===== config.mk =====
export PLATFORM = sky130hd
export DESIGN_NAME = water_heater_element_sequencer_core
export DESIGN_NICKNAME = d
export VERILOG_FILES = /design/src/hw/rtl/whes_pkg.sv /design/src/hw/rtl/whes_cfg_regs.sv /design/src/hw/rtl/whes_step.sv /design/src/hw/rtl/water_heater_element_sequencer_core.sv
export SDC_FILE = /design/constraint.sdc
export NUM_CORES = 1
export LEC_CHECK = 0
export BUFFER_PORTS_ARGS = -buffer_cell sky130_fd_sc_hd__buf_2
export CAP_MARGIN = 30
export CORE_ASPECT_RATIO = 1.5
export CORE_MARGIN = 3
export CORE_UTILIZATION = 40
export DETAILED_ROUTE_END_ITERATION = 10
export GPL_ROUTABILITY_DRIVEN = 0
export PLACE_DENSITY_LB_ADDON = 0.3
export SYNTH_ARGS = -nofsm -noshare
export SYNTH_HDL_FRONTEND = slang
export SYNTH_SLANG_ARGS = --single-unit

===== constraint.sdc =====
create_clock -name clk_i -period 13.35 [get_ports clk_i]
set_input_delay 4.005 -clock clk_i [delete_from_list [all_inputs] [get_ports clk_i]]
set_output_delay 4.005 -clock clk_i [all_outputs]
set_load 0.02 [all_outputs]

===== src/hw/rtl/whes_pkg.sv =====
// ----------------------------------------------------------------------------
// Water heater element sequencer package
// Shared types, codes and helper functions for the element sequencer.
// ----------------------------------------------------------------------------
`default_nettype none

package whes_pkg;

  // Field widths
  localparam int unsigned ModeW     = 2;
  localparam int unsigned TempCfgW  = 15;
  localparam int unsigned CountW    = 8;
  localparam int unsigned TempW     = 16;
  localparam int unsigned TodW      = 17;
  localparam int unsigned NowW      = 32;
  localparam int unsigned ElemW     = 2;
  localparam int unsigned DriveW    = 3;
  localparam int unsigned CfgIdxW   = 3;
  localparam int unsigned CfgDataW  = 17;
  // Product of count and increment needs 24 signed bits, the sum one more.
  localparam int unsigned ProdW     = 24;
  localparam int unsigned SetptW    = 25;
  localparam int unsigned TrigW     = 18;
  localparam int unsigned RiseW     = 17;

  // Behavior constants
  localparam logic [NowW-1:0]         RunCheckSeconds   = 32'd7200;
  localparam logic signed [RiseW-1:0] MinRiseHundredths = 17'sd200;
  localparam logic [TrigW-1:0]        CycleDelaySeconds = 18'd60;
  localparam logic [ElemW-1:0]        LastElementIdx    = 2'd2;

  // Operating modes
  typedef enum logic [ModeW-1:0] {
    MODE_MANUAL       = 2'd0,
    MODE_WINTER       = 2'd1,
    MODE_INTERMEDIATE = 2'd2,
    MODE_SUMMER       = 2'd3
  } whes_mode_e;

  // Input actions
  localparam logic ACT_CHECK = 1'b0;
  localparam logic ACT_POLL  = 1'b1;

  // Configuration register indexes
  localparam logic [CfgIdxW-1:0] CFG_MODE       = 3'd0;
  localparam logic [CfgIdxW-1:0] CFG_BASE_SETPT = 3'd1;
  localparam logic [CfgIdxW-1:0] CFG_PERSONS    = 3'd2;
  localparam logic [CfgIdxW-1:0] CFG_PER_PERSON = 3'd3;
  localparam logic [CfgIdxW-1:0] CFG_EMERGENCY  = 3'd4;
  localparam logic [CfgIdxW-1:0] CFG_CYCLE_START = 3'd5;

  // Configuration values as seen by the step logic
  typedef struct packed {
    whes_mode_e                  mode;
    logic signed [SetptW-1:0]    setpoint;
    logic signed [TempCfgW-1:0]  threshold;
    logic [TrigW-1:0]            trigger;
  } whes_cfg_t;

  // Sequencer state
  typedef struct packed {
    logic                     heating;
    logic                     daily_done;
    logic [ElemW-1:0]         last_elem;
    logic [DriveW-1:0]        relays;
    logic signed [TempW-1:0]  start_temp;
    logic [NowW-1:0]          start_time;
  } whes_state_t;

  // One input item
  typedef struct packed {
    logic                     action;
    logic signed [TempW-1:0]  tank_temp;
    logic [TodW-1:0]          time_of_day;
    logic                     stove_running;
    logic [NowW-1:0]          now_seconds;
  } whes_item_t;

  // Next element in the 0,1,2 rotation
  function automatic logic [ElemW-1:0] next_elem(input logic [ElemW-1:0] cur);
    logic [ElemW-1:0] nxt;
    if (cur >= LastElementIdx) begin
      nxt = '0;
    end else begin
      nxt = cur + 2'd1;
    end
    return nxt;
  endfunction

  // Start heating on the next element, recording temperature and time
  function automatic whes_state_t do_start(input whes_state_t s,
                                           input logic signed [TempW-1:0] temp,
                                           input logic [NowW-1:0] now);
    whes_state_t r;
    r            = s;
    r.last_elem  = next_elem(s.last_elem);
    r.relays     = DriveW'(3'd1 << r.last_elem);
    r.start_temp = temp;
    r.start_time = now;
    r.heating    = 1'b1;
    return r;
  endfunction

endpackage

`default_nettype wire


===== src/hw/rtl/whes_cfg_regs.sv =====
// ----------------------------------------------------------------------------
// Water heater element sequencer configuration registers
// Holds the six registers and derives the stop setpoint and daily trigger.
// ----------------------------------------------------------------------------
`default_nettype none

module whes_cfg_regs
  import whes_pkg::*;
(
  input  wire logic                clk_i,
  input  wire logic                rst_ni,
  input  wire logic                cfg_we_i,
  input  wire logic [CfgIdxW-1:0]  cfg_index_i,
  input  wire logic [CfgDataW-1:0] cfg_wdata_i,
  output whes_cfg_t                cfg_o
);

  whes_mode_e                 mode_q;
  logic signed [TempCfgW-1:0] base_q;
  logic [CountW-1:0]          persons_q;
  logic signed [TempCfgW-1:0] per_person_q;
  logic signed [TempCfgW-1:0] emergency_q;
  logic [TodW-1:0]            cycle_start_q;

  logic signed [ProdW-1:0]    prod;

  // Register writes by index; unknown indexes are ignored.
  always_ff @(posedge clk_i or negedge rst_ni) begin
    if (!rst_ni) begin
      mode_q        <= MODE_MANUAL;
      base_q        <= '0;
      persons_q     <= '0;
      per_person_q  <= '0;
      emergency_q   <= '0;
      cycle_start_q <= '0;
    end else if (cfg_we_i) begin
      unique case (cfg_index_i)
        CFG_MODE:        mode_q        <= whes_mode_e'(cfg_wdata_i[ModeW-1:0]);
        CFG_BASE_SETPT:  base_q        <= $signed(cfg_wdata_i[TempCfgW-1:0]);
        CFG_PERSONS:     persons_q     <= cfg_wdata_i[CountW-1:0];
        CFG_PER_PERSON:  per_person_q  <= $signed(cfg_wdata_i[TempCfgW-1:0]);
        CFG_EMERGENCY:   emergency_q   <= $signed(cfg_wdata_i[TempCfgW-1:0]);
        CFG_CYCLE_START: cycle_start_q <= cfg_wdata_i[TodW-1:0];
        default: ;
      endcase
    end
  end

  // Stop setpoint is base plus occupants times increment, exact.
  assign prod = $signed({1'b0, persons_q}) * per_person_q;

  always_comb begin
    cfg_o.mode      = mode_q;
    cfg_o.setpoint  = SetptW'(base_q) + SetptW'(prod);
    cfg_o.threshold = emergency_q;
    cfg_o.trigger   = TrigW'(cycle_start_q) + CycleDelaySeconds;
  end

endmodule

`default_nettype wire


===== src/hw/rtl/whes_step.sv =====
// ----------------------------------------------------------------------------
// Water heater element sequencer step logic
// Computes the next sequencer state from the current state and one item.
// ----------------------------------------------------------------------------
`default_nettype none

module whes_step
  import whes_pkg::*;
(
  input  wire whes_cfg_t   cfg_i,
  input  wire whes_state_t state_i,
  input  wire whes_item_t  item_i,
  output whes_state_t      state_o
);

  logic                    temp_pos;
  logic                    below_emerg;
  logic                    at_setpoint;
  logic                    after_trig;
  logic                    before_trig;
  logic                    run_expired;
  logic signed [RiseW-1:0] rise;

  // Comparisons on the item against configuration and stored values.
  always_comb begin
    temp_pos    = item_i.tank_temp > 16'sd0;
    below_emerg = item_i.tank_temp < TempW'(cfg_i.threshold);
    at_setpoint = SetptW'(item_i.tank_temp) >= cfg_i.setpoint;
    after_trig  = TrigW'(item_i.time_of_day) > cfg_i.trigger;
    before_trig = TrigW'(item_i.time_of_day) < cfg_i.trigger;
    run_expired = (item_i.now_seconds - state_i.start_time) > RunCheckSeconds;
    rise        = RiseW'(item_i.tank_temp) - RiseW'(state_i.start_temp);
  end

  // Ordered update, following the check and poll rules.
  always_comb begin
    whes_state_t s;
    s = state_i;
    if (item_i.action == ACT_CHECK) begin
      if (cfg_i.mode != MODE_MANUAL) begin
        if (!s.heating && temp_pos && below_emerg) begin
          s = do_start(s, item_i.tank_temp, item_i.now_seconds);
        end
        if (s.heating && temp_pos && at_setpoint) begin
          s.relays  = '0;
          s.heating = 1'b0;
        end
      end
      if (cfg_i.mode == MODE_INTERMEDIATE || cfg_i.mode == MODE_SUMMER) begin
        if (!s.daily_done && !item_i.stove_running && after_trig) begin
          s            = do_start(s, item_i.tank_temp, item_i.now_seconds);
          s.daily_done = 1'b1;
        end else if (s.daily_done && before_trig) begin
          s.daily_done = 1'b0;
        end
      end
    end else begin
      if (s.heating && run_expired) begin
        s.start_time = item_i.now_seconds;
        if (rise < MinRiseHundredths) begin
          s = do_start(s, item_i.tank_temp, item_i.now_seconds);
        end
      end
    end
    state_o = s;
  end

endmodule

`default_nettype wire


===== src/hw/rtl/water_heater_element_sequencer_core.sv =====
// Path: an accepted input is held in the input register, then moves on to the result register.
// Throughput: one item per cycle while the output is not stalled; the input register
// and the result register let one more item enter while a finished result waits downstream.
// The state update is one combinational step between those two registers.
// Reset: asynchronous, active low; state returns to idle, the first element started
// after reset is element zero, and all configuration registers read zero.
// ----------------------------------------------------------------------------
// Water heater element sequencer core
// Three-element heater sequencer with input, state and result registers.
// ----------------------------------------------------------------------------
`default_nettype none

module water_heater_element_sequencer_core
  import whes_pkg::*;
(
  input  wire logic                clk_i,
  input  wire logic                rst_ni,
  // Configuration port
  input  wire logic                cfg_we_i,
  input  wire logic [CfgIdxW-1:0]  cfg_index_i,
  input  wire logic [CfgDataW-1:0] cfg_wdata_i,
  // Input channel
  input  wire logic                in_valid_i,
  output logic                     in_stall_o,
  input  wire logic                action_i,
  input  wire logic signed [TempW-1:0] tank_temp_i,
  input  wire logic [TodW-1:0]     time_of_day_i,
  input  wire logic                stove_running_i,
  input  wire logic [NowW-1:0]     now_seconds_i,
  // Output channel
  output logic                     out_valid_o,
  input  wire logic                out_stall_i,
  output logic [DriveW-1:0]        element_drive_o,
  output logic                     heating_active_o,
  output logic [ElemW-1:0]         current_element_o
);

  whes_cfg_t   cfg;
  whes_item_t  item_q;
  logic        item_valid_q;
  whes_state_t state_q;
  whes_state_t state_d;
  logic        res_valid_q;
  logic        in_xfer;
  logic        advance;

  whes_cfg_regs u_cfg (
    .clk_i       (clk_i),
    .rst_ni      (rst_ni),
    .cfg_we_i    (cfg_we_i),
    .cfg_index_i (cfg_index_i),
    .cfg_wdata_i (cfg_wdata_i),
    .cfg_o       (cfg)
  );

  whes_step u_step (
    .cfg_i   (cfg),
    .state_i (state_q),
    .item_i  (item_q),
    .state_o (state_d)
  );

  // Handshake: an item moves to the result register when that register is
  // free or being emptied in the same cycle.
  assign advance    = item_valid_q && (!res_valid_q || !out_stall_i);
  assign in_stall_o = item_valid_q && !advance;
  assign in_xfer    = in_valid_i && !in_stall_o;

  // Input register valid bit.
  always_ff @(posedge clk_i or negedge rst_ni) begin
    if (!rst_ni) begin
      item_valid_q <= 1'b0;
    end else if (in_xfer) begin
      item_valid_q <= 1'b1;
    end else if (advance) begin
      item_valid_q <= 1'b0;
    end
  end

  // Input register payload.
  always_ff @(posedge clk_i) begin
    if (in_xfer) begin
      item_q.action        <= action_i;
      item_q.tank_temp     <= tank_temp_i;
      item_q.time_of_day   <= time_of_day_i;
      item_q.stove_running <= stove_running_i;
      item_q.now_seconds   <= now_seconds_i;
    end
  end

  // Sequencer state, updated once per item.
  always_ff @(posedge clk_i or negedge rst_ni) begin
    if (!rst_ni) begin
      state_q.heating    <= 1'b0;
      state_q.daily_done <= 1'b0;
      state_q.last_elem  <= LastElementIdx;
      state_q.relays     <= '0;
      state_q.start_temp <= '0;
      state_q.start_time <= '0;
    end else if (advance) begin
      state_q <= state_d;
    end
  end

  // Result register valid bit.
  always_ff @(posedge clk_i or negedge rst_ni) begin
    if (!rst_ni) begin
      res_valid_q <= 1'b0;
    end else if (advance) begin
      res_valid_q <= 1'b1;
    end else if (!out_stall_i) begin
      res_valid_q <= 1'b0;
    end
  end

  // Result register payload.
  always_ff @(posedge clk_i) begin
    if (advance) begin
      element_drive_o   <= state_d.relays;
      heating_active_o  <= state_d.heating;
      current_element_o <= state_d.last_elem;
    end
  end

  assign out_valid_o = res_valid_q;

endmodule

`default_nettype wire


==> results of run 1 <==
[routing by layer]
| metal | GRT usage [%] | share of wire (%) |
|---|---|---|
| met5 | 0 | 0 |
| met4 | 7.69 | 4.3 |
| met3 | 1.59 | 2.7 |
| met2 | 36.6 | 55 |
| met1 | 20.3 | 39 |
[cells in the mapped netlist (31+ instances only)]
| master | count | area (sq um) |
|---|---|---|
| inv_1 | 208 | 781 |
| nor3_1 | 33 | 165 |
| nand2_1 | 162 | 608 |
| o21ai_0 | 102 | 510 |
| fa_1 | 119 | 2380 |
| clkbuf_1 | 47 | 176 |
| dfrtp_1 | 128 | 3200 |
| mux2_2 | 62 | 698 |
| edfxtp_1 | 73 | 2190 |
| and2_1 | 67 | 419 |
| nor2_1 | 72 | 270 |
| nand3_1 | 31 | 155 |
| a21oi_1 | 69 | 345 |
| xnor2_1 | 32 | 280 |
| a21o_1 | 32 | 240 |
| ha_1 | 160 | 2000 |
[kinds of logic after synthesis]
family,share of synthesized area (%)
mux,5.89
flops,32.5
fa+ha+maj,26.3
compound gates,12.1
xor+xnor,3.20
buf+inv,5.97
simple gates,14.1
[worst reg2reg max path: cells and delay by family (launching register included)]
kind | cells | cell delay, ps
AND/OR/NAND/NOR | 8 | 1370
AO/OA/AOI/OAI | 10 | 2370
adder cells (fa/ha/maj) | 7 | 3350
buffers and inverters | 4 | 330
flip-flops | 1 | 690
XOR/XNOR | 1 | 150
[metrics by stage]
stage / util (%) / area, sq um / instances / hold WS, ps
final: 45.0 / 18600 / 2332 / 491
after floorplan: - / 16700 / 1673 / 457
after detailed placement: 43.0 / 17700 / 2286 / 482
after CTS: 45.0 / 18500 / 2330 / 498
after global placement: 43.0 / 17700 / 2285 / 474
after global routing: 45.0 / 18600 / 2331 / 526
[flip-flops by register name, summed over array words and instances, names as in the netlist]
register / cells
u_cfg.per_person_q: 15
u_cfg.persons_q: 8
heating_active_o: 1
u_cfg.cycle_start_q: 17
item_valid_q: 1
u_cfg.emergency_q: 15
u_cfg.base_q: 15
current_element_o: 2
out_valid_o: 1
item_q: 67
element_drive_o: 3
state_q: 55
u_cfg.mode_q: 2
[area by class of cell]
class	count	area [sq um]	share of cell area, %
Clock inverter	19	193	1.04
Clock buffer	25	604	3.25
Multi-Input combinational cell	1213	10300	55.4
Inverter	208	781	4.21
Antenna cell	1	2.50	0.0135
Timing Repair Buffer	106	572	3.08
Sequential cell	202	5420	29.2
Tap cell	558	698	3.76
[worst min path at each step]
| stage | from | to | slack (ps) | cells after the start |
|---|---|---|---|---|
| 2_1_floorplan | item_valid_q$_DFFE_PN0P_ | out_valid_o$_DFFE_PN0P_ | 460 | 1 |
| 3_3_place_gp | item_valid_q$_DFFE_PN0P_ | out_valid_o$_DFFE_PN0P_ | 470 | 1 |
| 3_5_place_dp | item_q[21]$_DFFE_PP_ | state_q[21]$_DFFE_PN0P_ | 480 | 2 |
| 4_1_cts | item_q[28]$_DFFE_PP_ | state_q[28]$_DFFE_PN0P_ | 500 | 2 |
| 5_1_grt | state_q[40]$_DFFE_PN0P_ | state_q[40]$_DFFE_PN0P_ | 530 | 1 |
| 6_report | item_q[28]$_DFFE_PP_ | state_q[28]$_DFFE_PN0P_ | 490 | 2 |
==> metrics.md, run 1 <==
| Metric | Value |
|---|---|
| Total global-route track usage | `about a fifth` |
| Fraction of layout cells with a size suffix above 1 | `between 10% and 20%` |
| Cell count after synthesis | `1673` |
| Fill count | `about 3900` |
| Max-cap viol count | `0` |
| Clock Skews | `around 29 ps` |
| RSZ-0062 raised after global routing | `no` |
| Reg2Reg Launch Point | `u_cfg.persons_q[1]$_DFFE_PN0P_` |
| R2R depth | `30` |
| Num rows | `between 90 and 100` |
| Post-CTS Hold Fix Bufs | `0` |
| DRT Pass-1 Iters | `5` |
| Tmin final | `between 8000 and 9000 ps` |
| #FFs+latches synth | `between 200 and 250` |
| Detailed-route vias per instance | `about 5.3` |
| WS Path Type | `flop to flop` |
| TritonCTS Buffers | `24` |
| Fmax achieved | `117 MHz` |
| Status | `completed` |
| Worst Tran Pin Value | `966 ps` |
| Crit path required time | `~14000 ps` |
| Vias in the first global route | `between 10000 and 15000` |
| Worst Hold Class | `flop to flop` |
| Synth Warn # | `0` |
| Initial Utilization | `around two fifths` |
| Post-synthesis cell type count | `75` |
| Syn Nets | `slightly above 2000` |
| Critical path depth | `30` |
| CTS tree | `done` |
| Root buf cell | `clkbuf_16` |
| Routed wire per std cell | `roughly 17 um` |
| CP Launch Type | `flop` |
| First-pass GRT wire length | `around 67 mm` |
| CP delay by family, top | `adder cells` |
| Most common cell after layout, fill and taps aside | `inv_1` |
| Area of the mapped netlist | `approximately 0.017 sq mm` |
| Clock sinks | `202` |
| Number of DRC markers in iteration 0 | `a little under 600` |
| Clock slew at reported path FFs | `approximately 70 ps` |
| DR vias | `roughly 12000` |
| Worst Path Buf+Inv | `4` |
| Register area share after synthesis | `between 30 and 40%` |
| Period utilization | `64.1%` |
| Number of cells upsized or downsized after cts | `0` |
| Final worst setup slack | `4790 ps` |
| Crit path DAT | `8810 ps` |
| Post-synth top flop | `dfrtp_1` |
| Most frequent CP cell | `fa_1` |
| Relative slew slack | `between 30% and 40%` |
| Port buffer count | `approximately 100` |
| Worst r2r dst | `element_drive_o[1]$_DFFE_PP_` |
| Clk buf depth | `3` |
| Mean Syn Cell Area | `around 10 sq um` |
| Final WL | `40.7 mm` |
| Die Area | `0.0443 sq mm` |
| Critical path's largest stage delay | `around 690 ps` |
| Crit path to | `element_drive_o[1]$_DFFE_PP_` |
| IO Pins | `100` |
| Antenna Nets Post-Route | `0` |
| Largest net degree at the start of global routing | `77` |
| Reg2reg setup slack | `between 4000 and 5000 ps` |
| H-tree depth | `1` |
| Antenna violations before repair | `1` |
| Crit end category | `flop` |
| Die X | `173 um` |
| Setup_tns | `0 ps` |
| Crit-path slowest cell | `dfrtp_1` |
| Pre-CTS WS | `approximately 5000 ps` |
| Die H | `approximately 260 um` |
| Largest fanout on the critical path | `16` |
| Final hold violation count | `0` |
| Dpl hpwl | `approximately 31 mm` |
| P&R area growth vs syn | `11.2%` |
| Pins over their slew limit | `0` |
| Critical Path Start | `u_cfg.persons_q[1]$_DFFE_PN0P_` |
| Final setup fails | `0` |
| Setup repair bufs after CTS | `0` |
| DRC Markers | `0` |
| Fin nets | `roughly 2100` |
| Number of flops mapped to enable cells by yosys | `between 70 and 80` |
| Most frequent cells in the layout | `inv_1 (208), nand2_1 (162), ha_1 (160), dfrtp_1 (128), fa_1 (119)` |
| Core footprint | `between 0.04 and 0.05 sq mm` |
| GRT overflow | `0` |
| Skew-Pair Late Insertion Delay | `550 ps` |
| FFs w/ async S/R, synth | `a little under two thirds` |
Power of run 1 is left out: the tool's default activity adds up to more than one toggle a clock period on the data nets, which glitch-free logic cannot reach.
==> run 2, diff against run 1 <==
--- a/config.mk
+++ b/config.mk
@@ -5,6 +5,7 @@
 export SDC_FILE = /design/constraint.sdc
 export NUM_CORES = 1
 export LEC_CHECK = 0
+export ABC_AREA = 1
 export BUFFER_PORTS_ARGS = -buffer_cell sky130_fd_sc_hd__buf_2
 export CAP_MARGIN = 30
 export CORE_ASPECT_RATIO = 1.5
==> constraint.sdc (replaced) <==
create_clock -name clk_i -period 7.9 [get_ports clk_i]
set_input_delay 2.37 -clock clk_i [delete_from_list [all_inputs] [get_ports clk_i]]
set_output_delay 2.37 -clock clk_i [all_outputs]
set_load 0.02 [all_outputs]
==> run 2 against run 1 <==
Wire length increased by 24%. Via count increased by 27%. Utilization decreased by 0.47 points. Global-route usage increased by 2.1 points. Clock skew decreased by 11 ps. Synthesized cell count increased by 45%. Worst setup slack got worse by 4200 ps. Synthesized area increased by 9.9%.
==> metrics.md, run 2 <==
| Metric | Value |
|---|---|
| Number of flops mapped to enable cells by yosys | `73 (unchanged)` |
| DR vias | `15700 (+27%)` |
| Detailed-route vias per instance | `5.08 (-4.5%)` |
| Post-synth top flop | `dfrtp_1` |
| Register area share after synthesis | `29.6% (-2.9 points)` |
| Count leader, synth | `nand2_1` |
| Most frequent cells in the layout | `nand2_1 (729), inv_1 (497), ha_1 (160), o21ai_0 (135), nand3_1 (130)` |
| Fraction of layout cells with a size suffix above 1 | `7.19% (-6.2 points)` |
| Initial Utilization | `40.7% (+0.22 points)` |
| Period utilization | `92.3% (+28 points)` |
| H-tree depth | `1 (unchanged)` |
| Mean Syn Cell Area | `7.54 sq um (-24%)` |
| #FFs+latches synth | `202 (unchanged)` |
| Crit path required time | `8180 ps (-5420 ps)` |
| IO Pins | `100 (unchanged)` |
| TritonCTS Buffers | `23 (-4.2%)` |
| Total global-route track usage | `20.8% (+2.1 points)` |
| Synth top cells by count | `nand2_1 (729), inv_1 (498), ha_1 (160), o21ai_0 (135), nand3_1 (130)` |
| VDD IR max | `between 0.2 and 0.3 mV` |
| Max-cap viol count | `0 (unchanged)` |
| Pins over their slew limit | `0 (unchanged)` |
| Final setup fails | `0 (unchanged)` |
| Vias in the first global route | `16300 (+24%)` |
| Post-CTS Hold Fix Bufs | `0 (unchanged)` |
| Met2 WL | `27.1 mm (+22%)` |
| Fill count | `4542 (+15%)` |
| Status | `completed` |
| Leak pwr | `11.1 nW` |
| Skew-Pair Late Insertion Delay | `540 ps (about the same)` |
| Crit-path slowest cell | `fa_1` |
| Final WL | `50.3 mm (+24%)` |
| Routed wire per std cell | `16.2 um (-6.9%)` |
| Met3 wire length | `1.79 mm (+66%)` |
| Most common cell after layout, fill and taps aside | `nand2_1` |
| CP Launch Type | `flop` |
| Layout Cells excl Fill | `3099 (+33%)` |
| DRT Pass-1 Iters | `5 (unchanged)` |
| Clock slew at reported path FFs | `60 ps (about the same)` |
| Worst Tran Pin Value | `1010 ps (+44.0 ps)` |
| Max FFs per register | `67 (unchanged)` |
| Relative slew slack | `32.5% (-2.8 points)` |
| Crit end category | `flop` |
| Finished Core Util | `44.6% (-0.47 points)` |
| Multi-input gate area | `0.0107 sq mm (+4.4%)` |
| CTS tree | `done` |
| First-pass GRT wire length | `81.2 mm (+21%)` |
| Die X | `181 um (+4.7%)` |
| Syn Nets | `2804 (+37%)` |
| GRT overflow | `0 (unchanged)` |
| Pwr dens | `between 400 and 500 mW/mm^2` |
| Area of the mapped netlist | `0.0183 sq mm (+9.9%)` |
| Top Registers | `item_q (67), state_q (55), u_cfg.cycle_start_q (17)` |
| Largest fanout on the critical path | `9 (-7)` |
| Setup_tns | `0 ps (unchanged)` |
| Post-placement cell count | `3057 (+34%)` |
| Synth Warn # | `0 (unchanged)` |
| Number of DRC markers in iteration 0 | `774 (+30%)` |
| Num rows | `95 (+4.4%)` |
| Final hold violation count | `0 (unchanged)` |
| Clock sinks | `202 (unchanged)` |
| Largest net degree at the start of global routing | `83 (+7.8%)` |
| Port buffer count | `99 (unchanged)` |
| Dpl hpwl | `39.7 mm (+26%)` |
| Register Area | `0.00543 sq mm (+0.14%)` |
| Hold WS | `473 ps (-18.7 ps)` |
| Die Area | `0.0485 sq mm (+9.6%)` |
| Clk buf depth | `3 (unchanged)` |
| Core footprint | `0.0450 sq mm (+9.3%)` |
| Critical path's largest stage delay | `580 ps (-110 ps)` |
| FFs w/ async S/R, synth | `63.9% (unchanged)` |
| Antenna Nets Post-Route | `0 (unchanged)` |
| Antenna violations before repair | `1 (unchanged)` |
| Most frequent CP cell | `nand2_1` |
| Crit path DAT | `7580 ps (-1230 ps)` |
| Yosys top cell area share | `17.5% (-1.7 points)` |
| Tmin final | `7290 ps (-1260 ps)` |
| Die H | `268 um (+4.7%)` |
| Area contributors post-synth | `dfrtp_1 (17%), nand2_1 (15%), fa_1 (13%)` |
| Fmax achieved | `137 MHz (+17%)` |
| WS Path Type | `flop to flop` |
| DRC Markers | `0 (unchanged)` |
| RSZ-0062 raised after global routing | `no` |
| P&R area growth vs syn | `9.45%` |
| Max Used Layer | `met4` |
| Root buf cell | `clkbuf_16` |
| Fin nets | `2871 (+35%)` |
| Cell count after synthesis | `2433 (+45%)` |
| Clock Skews | `18.5 ps (-10.7 ps)` |
| Biggest register | `item_q` |
| Post-synthesis cell type count | `46 (-39%)` |
| Area leader, netlist | `dfrtp_1` |
| Metal1 wirelength | `17.7 mm (+13%)` |
| Worst Hold Class | `flop to flop` |
[run 2: cell count changes in the layout (fill, tap and decap cells not counted), moves of 15 or more]
cell / change
nand2_1: +567
mux2_2: -60
o21ai_0: +33
nor2_1: +27
a21oi_1: +20
a21o_1: -28
nand3_1: +99
inv_1: +289
mux2i_1: -15
nand2b_1: -16
o22ai_1: +27
and2_1: -64
[run 2: routing by layer]
layer  up-vias  global-route usage (%)
met5         -                       0
met4         0                    13.7
met3       175                    2.03
met2       408                    40.8
met1      7427                    20.5
li1       7739                       -
[run 2: worst paths after layout]
path | cells past startpoint | from | slack (ps) | to
min reg2reg | 2 | state_q[34]$_DFFE_PN0P_ | 470 | state_q[34]$_DFFE_PN0P_
max | 34 | u_cfg.per_person_q[3]$_DFFE_PN0P_ | 610 | element_drive_o[0]$_DFFE_PP_
min in group asynchronous | 1 | rst_ni | 1900 | state_q[6]$_DFFE_PN0P_
max in group asynchronous | 2 | rst_ni | 4790 | state_q[41]$_DFFE_PN0P_
max reg2reg | 34 | u_cfg.per_person_q[3]$_DFFE_PN0P_ | 610 | element_drive_o[0]$_DFFE_PP_
min | 2 | state_q[34]$_DFFE_PN0P_ | 470 | state_q[34]$_DFFE_PN0P_
[run 2: cell families after synthesis]
group                      count (synthesis)  synth area share [%]
AOI/OAI and AO/OA                        289                  8.55
buffers and inverters                    565                  11.9
adders and majority gates                279                  23.9
DFF                                      202                  29.6
muxes                                      2                 0.123
and+or+nand+nor                         1050                  23.8
xor gates and xnor gates                  46                  2.20
[run 2: where the power goes]
| part | switching (W) | internal, W |
|---|---|---|
| clock | 0.000471 | 0.000607 |
| combinational | 0.00363 | 0.00228 |
| sequential | 0.000228 | 0.00132 |
[run 2: critical path, delay by kind of cell, from the launching register on]
family	cells	cell delay, ps
compound gates	9	1640
xor+xnor	1	100
fa+ha+maj	7	3210
buf+inv	3	200
flops	1	560
simple gates	14	1320
[run 2: final cells by class]
cell class / count / share of cell area [%]
multi-input combinational: 1666 / 53.5
sequential: 202 / 27.0
inverter: 502 / 9.38
tap: 582 / 3.63
clock buffer: 28 / 3.16
timing repair buffer: 105 / 2.72
clock inverter: 13 / 0.530
antenna: 1 / 0.0125
[run 2: timing repair]
action                                  4_1_cts  5_1_grt
gates resized for setup                       0        6
endpoints found under the setup margin        0        8
buffers inserted                              0        0
[run 2: through the flow]
stage / setup WS, ps / instance area (sq um) / total power, W
floorplan: 1080 / 18300 / 0.00605
global placement: 674 / 19300 / 0.00729
detailed placement: 524 / 19300 / 0.00748
CTS: 499 / 20100 / 0.00860
global route: 23.9 / 20100 / 0.00956
finish: 606 / 20100 / 0.00854
Power figures use the tool's default switching activity.
